### src/hw/rtl/htsed_pkg.sv
// Shared types, character codes and entity tables for the tag stripper and entity decoder.
package htsed_pkg;

  localparam int unsigned HELD_DEPTH = 5;
  localparam int unsigned ENT_NUM    = 7;
  localparam int unsigned ENT_MAXLEN = 6;
  localparam int unsigned RUN_MAX    = 7;
  localparam int unsigned DEC_MAX    = 6;
  localparam int unsigned Q_DEPTH    = 2;
  localparam int unsigned Q_AW       = $clog2(Q_DEPTH);
  localparam int unsigned Q_CW       = $clog2(Q_DEPTH + 1);

  localparam logic [7:0] CH_LT  = 8'h3c;
  localparam logic [7:0] CH_GT  = 8'h3e;
  localparam logic [7:0] CH_AMP = 8'h26;

  localparam logic [8*ENT_MAXLEN-1:0] ENT_STR [ENT_NUM] = '{
    {"&amp;", 8'h00},
    {"&lt;", 16'h0000},
    {"&gt;", 16'h0000},
    "&quot;",
    "&#x27;",
    {"&#39;", 8'h00},
    "&nbsp;"
  };

  localparam logic [2:0] ENT_LEN [ENT_NUM] = '{
    3'd5, 3'd4, 3'd4, 3'd6, 3'd6, 3'd5, 3'd6
  };

  localparam logic [7:0] ENT_VAL [ENT_NUM] = '{
    8'h26, 8'h3c, 8'h3e, 8'h22, 8'h27, 8'h27, 8'h20
  };

  typedef struct packed {
    logic [RUN_MAX-1:0][7:0] bytes;
    logic [2:0]              cnt;
    logic                    done;
    logic                    marker;
  } run_t;

  function automatic logic [7:0] ent_char(input int unsigned e, input logic [2:0] pos);
    logic [7:0] c;
    c = 8'h00;
    for (int unsigned i = 0; i < ENT_MAXLEN; i++) begin
      if (pos == 3'(i)) begin
        c = ENT_STR[e][8*(ENT_MAXLEN-1-i) +: 8];
      end
    end
    return c;
  endfunction

endpackage

### src/hw/rtl/htsed_front.sv
// Front end: tag stripping, entity prefix tracking and building of the output run.
module htsed_front
  import htsed_pkg::*;
(
  input  logic       clk_i,
  input  logic       rst_ni,
  input  logic       accept_i,
  input  logic [7:0] in_byte_i,
  input  logic       stream_end_i,
  output logic       run_push_o,
  output run_t       run_o
);

  logic                  inside_q, inside_d;
  logic [2:0]            cnt_q, cnt_d;
  logic [ENT_NUM-1:0]    mask_q, mask_d;
  logic [7:0]            held_q [HELD_DEPTH];
  logic [7:0]            nh [HELD_DEPTH];
  logic [7:0]            de [DEC_MAX];
  logic [2:0]            de_cnt, nh_cnt, n1, tot, k;
  logic [ENT_NUM-1:0]    match;
  logic                  complete, prefix, dec, is_amp, marker;
  logic [7:0]            val;

  always_comb begin
    n1       = cnt_q + 3'd1;
    is_amp   = in_byte_i == CH_AMP;
    dec      = !inside_q && (in_byte_i != CH_LT);
    complete = 1'b0;
    prefix   = 1'b0;
    val      = 8'h00;
    for (int unsigned e = 0; e < ENT_NUM; e++) begin
      match[e] = mask_q[e] && (cnt_q < ENT_LEN[e]) && (ent_char(e, cnt_q) == in_byte_i);
      if (match[e] && ENT_LEN[e] == n1) begin
        complete = 1'b1;
        val      = val | ENT_VAL[e];
      end
      if (match[e] && ENT_LEN[e] > n1) begin
        prefix = 1'b1;
      end
    end

    for (int unsigned i = 0; i < HELD_DEPTH; i++) begin
      de[i] = held_q[i];
      nh[i] = held_q[i];
    end
    de[DEC_MAX-1] = 8'h00;
    de_cnt = 3'd0;
    nh_cnt = cnt_q;
    mask_d = mask_q;

    if (dec) begin
      if (cnt_q != 3'd0 && complete) begin
        de[0]  = val;
        de_cnt = 3'd1;
        nh_cnt = 3'd0;
      end else if (cnt_q != 3'd0 && prefix && cnt_q < 3'(HELD_DEPTH)) begin
        for (int unsigned i = 0; i < HELD_DEPTH; i++) begin
          if (cnt_q == 3'(i)) begin
            nh[i] = in_byte_i;
          end
        end
        nh_cnt = n1;
        mask_d = match;
      end else begin
        for (int unsigned i = 0; i < DEC_MAX; i++) begin
          if (cnt_q == 3'(i)) begin
            de[i] = in_byte_i;
          end
        end
        if (is_amp) begin
          de_cnt = cnt_q;
          nh[0]  = CH_AMP;
          nh_cnt = 3'd1;
          mask_d = '1;
        end else begin
          de_cnt = n1;
          nh_cnt = 3'd0;
        end
      end
    end

    tot    = stream_end_i ? de_cnt + nh_cnt : de_cnt;
    marker = stream_end_i && (tot == 3'd0);

    for (int unsigned i = 0; i < RUN_MAX; i++) begin
      k = 3'(i) - de_cnt;
      run_o.bytes[i] = 8'h00;
      if (i < DEC_MAX && 3'(i) < de_cnt) begin
        run_o.bytes[i] = de[i];
      end else begin
        for (int unsigned j = 0; j < HELD_DEPTH; j++) begin
          if (k == 3'(j)) begin
            run_o.bytes[i] = nh[j];
          end
        end
      end
    end
    run_o.cnt    = marker ? 3'd1 : tot;
    run_o.done   = stream_end_i;
    run_o.marker = marker;
    run_push_o   = accept_i && ((tot != 3'd0) || stream_end_i);

    if (stream_end_i) begin
      inside_d = 1'b0;
      cnt_d    = 3'd0;
    end else begin
      inside_d = inside_q ? (in_byte_i != CH_GT) : (in_byte_i == CH_LT);
      cnt_d    = nh_cnt;
    end
  end

  always_ff @(posedge clk_i or negedge rst_ni) begin
    if (!rst_ni) begin
      inside_q <= 1'b0;
      cnt_q    <= 3'd0;
      mask_q   <= '0;
    end else if (accept_i) begin
      inside_q <= inside_d;
      cnt_q    <= cnt_d;
      mask_q   <= mask_d;
    end
  end

  always_ff @(posedge clk_i) begin
    if (accept_i && dec) begin
      for (int unsigned i = 0; i < HELD_DEPTH; i++) begin
        held_q[i] <= nh[i];
      end
    end
  end

endmodule

### src/hw/rtl/htsed_queue.sv
// Short run queue between the front end and the back end.
module htsed_queue
  import htsed_pkg::*;
(
  input  logic clk_i,
  input  logic rst_ni,
  input  logic wr_i,
  input  run_t wr_data_i,
  input  logic rd_i,
  output run_t rd_data_o,
  output logic full_o,
  output logic empty_o
);

  run_t            mem_q [Q_DEPTH];
  logic [Q_AW-1:0] wr_ptr_q, rd_ptr_q;
  logic [Q_CW-1:0] count_q;
  logic            do_wr, do_rd;

  assign full_o    = count_q == Q_CW'(Q_DEPTH);
  assign empty_o   = count_q == '0;
  assign do_wr     = wr_i && !full_o;
  assign do_rd     = rd_i && !empty_o;
  assign rd_data_o = mem_q[rd_ptr_q];

  always_ff @(posedge clk_i or negedge rst_ni) begin
    if (!rst_ni) begin
      wr_ptr_q <= '0;
      rd_ptr_q <= '0;
      count_q  <= '0;
    end else begin
      if (do_wr) begin
        wr_ptr_q <= wr_ptr_q + 1'b1;
      end
      if (do_rd) begin
        rd_ptr_q <= rd_ptr_q + 1'b1;
      end
      if (do_wr && !do_rd) begin
        count_q <= count_q + Q_CW'(1);
      end else if (do_rd && !do_wr) begin
        count_q <= count_q - Q_CW'(1);
      end
    end
  end

  always_ff @(posedge clk_i) begin
    if (do_wr) begin
      mem_q[wr_ptr_q] <= wr_data_i;
    end
  end

endmodule

### src/hw/rtl/htsed_back.sv
// Back end: serializes the head run of the queue into single result bytes.
module htsed_back
  import htsed_pkg::*;
(
  input  logic       clk_i,
  input  logic       rst_ni,
  input  run_t       run_i,
  input  logic       run_empty_i,
  output logic       run_pop_o,
  input  logic       pop_i,
  output logic       empty_o,
  output logic [7:0] out_byte_o,
  output logic       byte_valid_o,
  output logic       stream_done_o,
  output logic       run_last_o
);

  logic [2:0] idx_q, idx_d;
  logic       last, xfer;

  assign empty_o       = run_empty_i;
  assign last          = idx_q == (run_i.cnt - 3'd1);
  assign xfer          = pop_i && !run_empty_i;
  assign run_pop_o     = xfer && last;
  assign out_byte_o    = run_i.marker ? 8'h00 : run_i.bytes[idx_q];
  assign byte_valid_o  = !run_i.marker;
  assign stream_done_o = run_i.done && last;
  assign run_last_o    = last;
  assign idx_d         = last ? 3'd0 : idx_q + 3'd1;

  always_ff @(posedge clk_i or negedge rst_ni) begin
    if (!rst_ni) begin
      idx_q <= 3'd0;
    end else if (xfer) begin
      idx_q <= idx_d;
    end
  end

endmodule

### src/hw/rtl/html_tag_strip_entity_decode_top.sv
// Top level of the HTML tag stripper and entity decoder.
//
// The input side is a queue write port: a byte and its end-of-stream flag
// transfer on a rising edge with push high and full low. The result side is a
// queue read port: while empty is low the oldest result is on the result
// ports, and it transfers on a rising edge with pop high.
// Bytes from a '<' through the next '>' are dropped, and the seven supported
// entities are replaced by one byte each. Bytes that may start an entity are
// held back and produce results only once the match resolves or the stream
// ends. The end of a stream flushes held bytes and yields a bare marker if
// nothing else is produced.
// An accepted byte's results enter the run queue as one run. The front end
// takes one byte per cycle while full is low; the back end delivers one
// result per cycle while pop is high, and the two-entry run queue between
// them sets how far the front end can run ahead.
// Reset clears the tag and match state and empties the queue. When the
// receiver stalls, the queue fills and full goes high until results drain.
module html_tag_strip_entity_decode_top
  import htsed_pkg::*;
(
  input  logic       clk_i,
  input  logic       rst_ni,
  input  logic       push,
  output logic       full,
  input  logic [7:0] in_byte_i,
  input  logic       stream_end_i,
  output logic       empty,
  input  logic       pop,
  output logic [7:0] out_byte_o,
  output logic       byte_valid_o,
  output logic       stream_done_o,
  output logic       run_last_o
);

  run_t wr_run, rd_run;
  logic wr_push, rd_pop, q_empty, accept;

  assign accept = push && !full;

  htsed_front u_front (
    .clk_i        (clk_i),
    .rst_ni       (rst_ni),
    .accept_i     (accept),
    .in_byte_i    (in_byte_i),
    .stream_end_i (stream_end_i),
    .run_push_o   (wr_push),
    .run_o        (wr_run)
  );

  htsed_queue u_queue (
    .clk_i     (clk_i),
    .rst_ni    (rst_ni),
    .wr_i      (wr_push),
    .wr_data_i (wr_run),
    .rd_i      (rd_pop),
    .rd_data_o (rd_run),
    .full_o    (full),
    .empty_o   (q_empty)
  );

  htsed_back u_back (
    .clk_i         (clk_i),
    .rst_ni        (rst_ni),
    .run_i         (rd_run),
    .run_empty_i   (q_empty),
    .run_pop_o     (rd_pop),
    .pop_i         (pop),
    .empty_o       (empty),
    .out_byte_o    (out_byte_o),
    .byte_valid_o  (byte_valid_o),
    .stream_done_o (stream_done_o),
    .run_last_o    (run_last_o)
  );

endmodule
### config.mk
export PLATFORM = sky130hd
export DESIGN_NAME = html_tag_strip_entity_decode_top
export DESIGN_NICKNAME = d
export VERILOG_FILES = /design/src/hw/rtl/htsed_pkg.sv /design/src/hw/rtl/htsed_front.sv /design/src/hw/rtl/htsed_queue.sv /design/src/hw/rtl/htsed_back.sv /design/src/hw/rtl/html_tag_strip_entity_decode_top.sv
export SDC_FILE = /design/constraint.sdc
export NUM_CORES = 1
export LEC_CHECK = 0
export ABC_AREA = 1
export BUFFER_PORTS_ARGS = -buffer_cell sky130_fd_sc_hd__buf_2
export CORE_ASPECT_RATIO = 1.4
export CORE_MARGIN = 8
export CORE_UTILIZATION = 55
export CTS_BUF_LIST = sky130_fd_sc_hd__clkbuf_4 sky130_fd_sc_hd__clkbuf_8
export DETAILED_ROUTE_END_ITERATION = 8
export HOLD_SLACK_MARGIN = 0.02
export MAX_ROUTING_LAYER = met4
export PLACE_DENSITY = 0.71
export SYNTH_ARGS = -nofsm -noshare
export SYNTH_HDL_FRONTEND = slang
export SYNTH_HIERARCHICAL = 1
export SYNTH_SLANG_ARGS = --single-unit
### constraint.sdc
create_clock -name clk_i -period 9.3 [get_ports clk_i]
set_clock_uncertainty 0.05 [all_clocks]
set_input_delay 1.86 -clock clk_i [delete_from_list [all_inputs] [get_ports clk_i]]
set_output_delay 1.86 -clock clk_i [all_outputs]
set_load 0.01 [all_outputs]
After elaboration in Yosys (flattened, before gate mapping)
Memories as Yosys holds them, arrays and structs flattened.
Index checks and enable logic that the tools add are counted.
W data, S select, Z words.
- add/subtract/negate cells: 15
- magnitude comparators: 13
- eq/ne operators: 49
- mux-type cells: 137
- bitwise gates (word level): 1
- reductions and logical operators: 65
- operators by type and width (operator ; number):
    $mux W8 ; 85
    $mux W40 ; 3
    $mux W48 ; 2
    $eq A8 B8 Y1 ; 7
    $eq A3 B2 Y1 const B ; 16
    $mux W6 ; 8
    $logic_and A1 B1 Y1 ; 43
    $mux W3 ; 11
    $mux W32 ; 1
    $eq A3 B3 Y1 const B ; 9
    $logic_not A3 Y1 ; 9
    $bmux W8 S3 ; 1
    $eq A3 B1 Y1 const B ; 8
    $mux W1 ; 21
    $mux W7 ; 3
    $eq A8 B6 Y1 const B ; 2
    $ne A8 B6 Y1 const B ; 2
    $eq A3 B3 Y1 const A ; 3
    $gt A3 B3 Y1 const A ; 3
    $lt A3 B3 Y1 const B ; 3
    $sub A3 B3 Y3 const A ; 3
    $add A3 B1 Y3 const B ; 2
    $logic_not A1 Y1 ; 6
    $lt A1 B3 Y1 const A ; 2
    other kinds (19) ; 27
- flip-flop bits (word level): 18
- bits in writable memories: 162
- bits of input ports: 13
- output and inout port bits: 13
- logic and storage cells: 289
- memories kept: 2
- memories (name ; depth ; bits a word ; read ports ; clocked after Yosys merged registers in ; wr ports ; RTL line ; RTL):
    u_queue.mem_q ; 2 ; 61 ; 1 ; 0 ; 1 ; htsed_queue.sv:15 ; run_t mem_q [Q_DEPTH];
    u_front.held_q ; 5 ; 8 ; 5 ; 0 ; 5 ; htsed_front.sv:17 ; logic [7:0] held_q [HELD_DEPTH];

Logic depth before layout (Yosys ltp)
- depth after elaboration: 32
- depth in mapped cells: 40
- gate-level depth less buffers: 37

Cells and area by module
The synthesis kept the hierarchy.
- modules (own cells, without submodules) (module ; times used ; cells an instance ; area an instance (sq um)):
    htsed_front ; 1 ; 1388 ; 7656.1
    htsed_queue ; 1 ; 350 ; 4674.5
    htsed_back ; 1 ; 215 ; 984.7
    html_tag_strip_entity_decode_top ; 1 ; 2 ; 10.0

Least setup slack after synthesis
Ideal clock, no wire load.
- path type: input to register
- start: input port in_byte_i[4]
- end: memory u_queue/mem_q[1][0] (netlist bit) (enable)
- library setup time: 480 ps
- arrival: 7368 ps
- setup slack: 1402 ps
- stages on the path: 27
- path buffers: 2
- cells stage by stage: buf_2 > inv_1 > clkbuf_1 > a21oi_1 > nor2_1 > nand2_1 > nor2_1 > nand2_1 > a21oi_1 > nor2_2 > nand2_2 > nand2_4 > nand2_2 > a21oi_1 > o21ai_0 > o21ai_0 > ha_1 > fa_1 > inv_1 > nand3_1 > nand3_1 > nand2_1 > nand3_1 > nor2_1 > nor2_1 > o21ai_1 > nor2_1
- word-level cells in the longest chain between the ends: 23
- ends and longest elaborated chain (what ; RTL line ; RTL):
    from (decl) ; html_tag_strip_entity_decode_top.sv:25 ; input logic [7:0] in_byte_i,
    $eq A8 B8 Y1 ; htsed_front.sv:33 ; match[e] = mask_q[e] && (cnt_q < ENT_LEN[e]) && (ent_char(e, cnt_q) == in_byte_i);
    $logic_and A1 B1 Y1 ; htsed_front.sv:33 ;
    $logic_and A1 B1 Y1 ; htsed_front.sv:38 ; if (match[e] && ENT_LEN[e] > n1) begin
    $mux W1 (7 in series) ; htsed_front.sv:38 ;
    $logic_and A1 B1 Y1 (2 in series) ; htsed_front.sv:57 ; end else if (cnt_q != 3'd0 && prefix && cnt_q < 3'(HELD_DEPTH)) begin
    $mux W3 ; htsed_front.sv:57 ;
    $mux W3 ; htsed_front.sv:53 ; if (cnt_q != 3'd0 && complete) begin
    $mux W3 ; htsed_front.sv:52 ; if (dec) begin
    $add A3 B3 Y3 ; htsed_front.sv:83 ; tot = stream_end_i ? de_cnt + nh_cnt : de_cnt;
    $mux W3 * ; htsed_front.sv:83 ;
    $reduce_bool A3 Y1 * ; htsed_front.sv:102 ; run_push_o = accept_i && ((tot != 3'd0) || stream_end_i);
    $logic_or A1 B1 Y1 * ; htsed_front.sv:102 ;
    $logic_and A1 B1 Y1 * ; htsed_front.sv:102 ;
    net wr_push ; html_tag_strip_entity_decode_top.sv:36 ; logic wr_push, rd_pop, q_empty, accept;
    $logic_and A1 B1 Y1 * ; htsed_queue.sv:22 ; assign do_wr = wr_i && !full_o;
    $mux W1 * ; htsed_queue.sv:47 ; if (do_wr) begin
    $mux W1 (implied by the code) * ; htsed_queue.sv:48 ; mem_q[wr_ptr_q] <= wr_data_i;
    to (decl) ; htsed_queue.sv:15 ;
Mark *: on every way through the listed nets, which the timed path passes. The rest lies on a longest branch.

Worst setup path in the final report
- start: register u_front.cnt_q[0]
- end: memory u_queue/mem_q[0][11] (netlist bit) (enable)
- word-level cells in the longest chain between the ends: 30
- ends and longest elaborated chain (what ; RTL line ; RTL):
    from (decl) ; htsed_front.sv:15 ; logic [2:0] cnt_q, cnt_d;
    from (signal assigned) ; htsed_front.sv:120 ; cnt_q <= cnt_d;
    $logic_not A3 Y1 ; htsed_pkg.sv:46 ; if (pos == 3'(i)) begin
    $mux W6 ; htsed_pkg.sv:46 ;
    $mux W7 ; htsed_pkg.sv:46 ;
    $mux W8 (4 in series) ; htsed_pkg.sv:46 ;
    $eq A8 B8 Y1 ; htsed_front.sv:33 ;
    $logic_and A1 B1 Y1 ; htsed_front.sv:33 ;
    $logic_and A1 B1 Y1 ; htsed_front.sv:38 ;
    $mux W1 (7 in series) ; htsed_front.sv:38 ;
    (+7 left out) ; - ;
    $reduce_bool A3 Y1 * ; htsed_front.sv:102 ;
    $logic_or A1 B1 Y1 * ; htsed_front.sv:102 ;
    $logic_and A1 B1 Y1 * ; htsed_front.sv:102 ;
    net wr_push ; html_tag_strip_entity_decode_top.sv:36 ;
    $logic_and A1 B1 Y1 * ; htsed_queue.sv:22 ;
    net u_queue.do_wr ; htsed_queue.sv:18 ; logic do_wr, do_rd;
    $mux W1 * ; htsed_queue.sv:47 ;
    $mux W1 (implied by the code) * ; htsed_queue.sv:48 ;
Marks and branches as above.

==> results.yml <==
worst_setup_path:
  critPathBufInv: 6
  critical_path.endpoint_type: "register"
  crit_family: "simple AND/OR/NAND/NOR gates"
  arrival_ps: 7220
  timing_worst_setup_path_type: "register to register"
  startpoint_type: "register"
  ff2ff_setup_slack_ps: 2160
  rr_startpoint: "u_front/cnt_q[0]"
  reg2reg_to: "u_queue/mem_q[0][11]"
  crit_fanout: 26
  crit_path_top_delay_cell: "dfrtp_1"
  critPathMostFrequentCell: "nand2_1"
  max_stage_delay_ps: 640
  r2r_cells: 33
  required_ps: 9380
place:
  place_area_um2: 13400
  gp_routability_congestion: 1.07
  dp_slack_ps: 1960
  hpwl_mm: 36.0
  placedCellCount: 2214
  io_buffers: 25
timing:
  slew_viol_final: 0
  tightest_slew_ps: 1080
  tns_ps: 0
  fmax_ghz: 0.140
  setup_violations: 0
  slew_headroom_pct: 27.5
  period_share_pct: 76.8
  layout_min_cycle_time_ps: 7140
  rsz0062_at_grt: "no"
  hold_viol: 0
  fin_ws_ps: 2160
run_status:
  outcome: "completed"
floorplan:
  dieArea_um2: 29500
  core-area_um2: 23900
  ios: 26
  die_w_um: 148
  row_count: 67
  initial_utilization_pct: 55.8
  dieHeight_um: 200
layout:
  num_antenna_cells: 0
  finalNetCount: 1953
  nFillCells: 2300
  stdcell_count: 2246
  syn2layout_area_growth_pct: 3.70
  final_cell_area_um2: 13800
  drive_gt1_share_pct: 8.06
  final_util_pct: 57.8
logic_synthesis:
  yosys_most_used_dff: "edfxtp_1"
  synth_warnings: 6
  ys_seq_area_share_pct: 39.9
  synth_area_leaders: "edfxtp_1 (37%), nand2_1 (23%), nor2_1 (5.2%), inv_1 (4.7%), a21oi_1 (4.5%)"
  avgSynthCellArea_um2: 6.82
  yosysMostFrequentCell: "nand2_1"
  synth_top_cell_area_share_pct: 36.5
  ys_ff_latch: 180
  syn_area_um2: 13300
  yosys.cell_types.count: 48
  syn_inst: 1955
  synth_largest_area_cell: "edfxtp_1"
  yosys-top-cells-count: "nand2_1 (808), nor2_1 (183), inv_1 (167)"
  async_flop_share_pct: 10.0
  syn-num-nets: 1985
  synth_enable_flop_cells: 162
flow_run:
  drv_cap: 0
route:
  wl_mm: 48.5
  viasPerCell: 5.96
  remaining_drc_errors: 0
  dr.pass1.iters: 8
  wire_per_inst_um: 21.6
  vias: 13380
  drt_iter0_markers: 1561
  ant_nets: 0
min_path:
  hold_end: "u_front/mask_q[2]"
  min_from: "u_front/mask_q[2]"
  hold_depth: 1
  hold_class: "register to register"
cts:
  clk_pin_slew_ps: 100
  cts_buffers: 17
  ctsResizeCount: 0
  insertion_delay_ps: 480
  ctsLongestPathBuffers: 2
  post_cts_buffers: 0
  cts_sinks: 180
  hold_buffers: 0
  cts_tree: "built"
  root_buffer: "clkbuf_8"
  htree_num_levels: 4
global_routing:
  grt_pass1_vias: 12145
  grt_use_total_pct: 33.0
  grt_antenna_before_repair: 0
  overflow: 0
  grt_max_degree: 64
  grt_first_pass_wirelength_mm: 71.9
pwr:
  pwr-share-seq_pct: 40.4
  ir_drop_uv: 328
  p_clk_share_pct: 17.0
  switching_power_uw: 1360
  power_density_nw_per_um2: 224
  p_comb_share_pct: 42.6
  internal-power_uw: 1740
  sw_frac_of_total_pct: 43.8
  leakage_uw: 0.00657
==> metrics by stage <==
stage	hold WS, ps	total power, uW
6_report	451	3100
5_1_grt	484	3290
4_1_cts	454	3080
3_5_place_dp	430	2560
3_3_place_gp	422	2510
2_1_floorplan	399	2170
==> power by group through the flow <==
stage,clock network (uW),registers (uW),logic [uW]
floorplan,0,1240,934
global placement,0,1260,1260
detailed placement,0,1270,1290
CTS,535,1250,1290
global route,566,1270,1450
finish,528,1250,1320
==> sequential cells by signal (all words and copies together) (netlist names) <==
| signal | cells |
|---|---|
| u_queue/wr_ptr_q | 1 |
| u_front/cnt_q | 3 |
| u_front/held_q | 40 |
| u_front/inside_q | 1 |
| u_queue/rd_ptr_q | 1 |
| u_front/mask_q | 7 |
| u_queue/mem_q | 122 |
| u_back/idx_q | 3 |
| u_queue/count_q | 2 |
==> metal layers <==
metal	GRT usage [%]	wire, um	vias up
li1	-	-	6236
met1	38.8	17900	6117
met2	52.3	22800	827
met3	4.67	4490	200
met4	21.3	3260	0
met5	-	0	-
==> logic make-up (layout without fill, tap and decap cells) <==
logic type | Yosys count | after routing | share of synthesized area (%)
flops | 180 | 180 | 39.9
buf+inv | 273 | 254 | 9.08
xor+xnor | 5 | 5 | 0.329
simple gates | 1171 | 1171 | 36.3
compound gates | 309 | 309 | 12.8
fa+ha+maj | 17 | 17 | 1.65
==> worst max-delay path by stage <==
stage                           startpoint                    to  slack [ps]  depth (start not counted)
after global routing      u_front/cnt_q[0]  u_queue/mem_q[0][11]        1660                         33
after detailed placement      in_byte_i[4]  u_queue/mem_q[0][59]        1960                         24
after CTS                 u_front/cnt_q[0]  u_queue/mem_q[0][11]        2250                         33
after floorplan               in_byte_i[4]   u_queue/mem_q[1][0]        1400                         27
final                     u_front/cnt_q[0]  u_queue/mem_q[0][11]        2160                         33
after global placement        in_byte_i[4]  u_queue/mem_q[0][38]        2190                         24
==> cells in the final DEF, fill, tap and decap left out, drive strengths merged, types with 2 or more instances in the layout <==
| cell type | n |
|---|---|
| inv | 185 |
| nand3 | 112 |
| clkbuf | 20 |
| a31oi | 2 |
| o21a | 5 |
| nand4 | 14 |
| clkinv | 8 |
| a21oi | 121 |
| nor3 | 7 |
| o21ai | 161 |
| dfrtp | 18 |
| o2111ai | 7 |
| o221ai | 2 |
| o21bai | 2 |
| edfxtp | 162 |
| ha | 16 |
| nand2 | 826 |
| nor2 | 208 |
| buf | 38 |
| clkinvlp | 2 |
| o211ai | 3 |
| xor2 | 4 |
| o22ai | 4 |
==> layout make-up <==
type / instances / area, um^2 / area share, %
Clock buffer: 20 / 256 / 1.86
Clock inverter: 12 / 121 / 0.878
Inverter: 184 / 698 / 5.05
Multi-Input combinational cell: 1502 / 6820 / 49.3
Sequential cell: 180 / 5320 / 38.5
Tap cell: 310 / 388 / 2.81
Timing Repair Buffer: 38 / 223 / 1.61
Note: power is estimated with default switching activity, not from simulation.
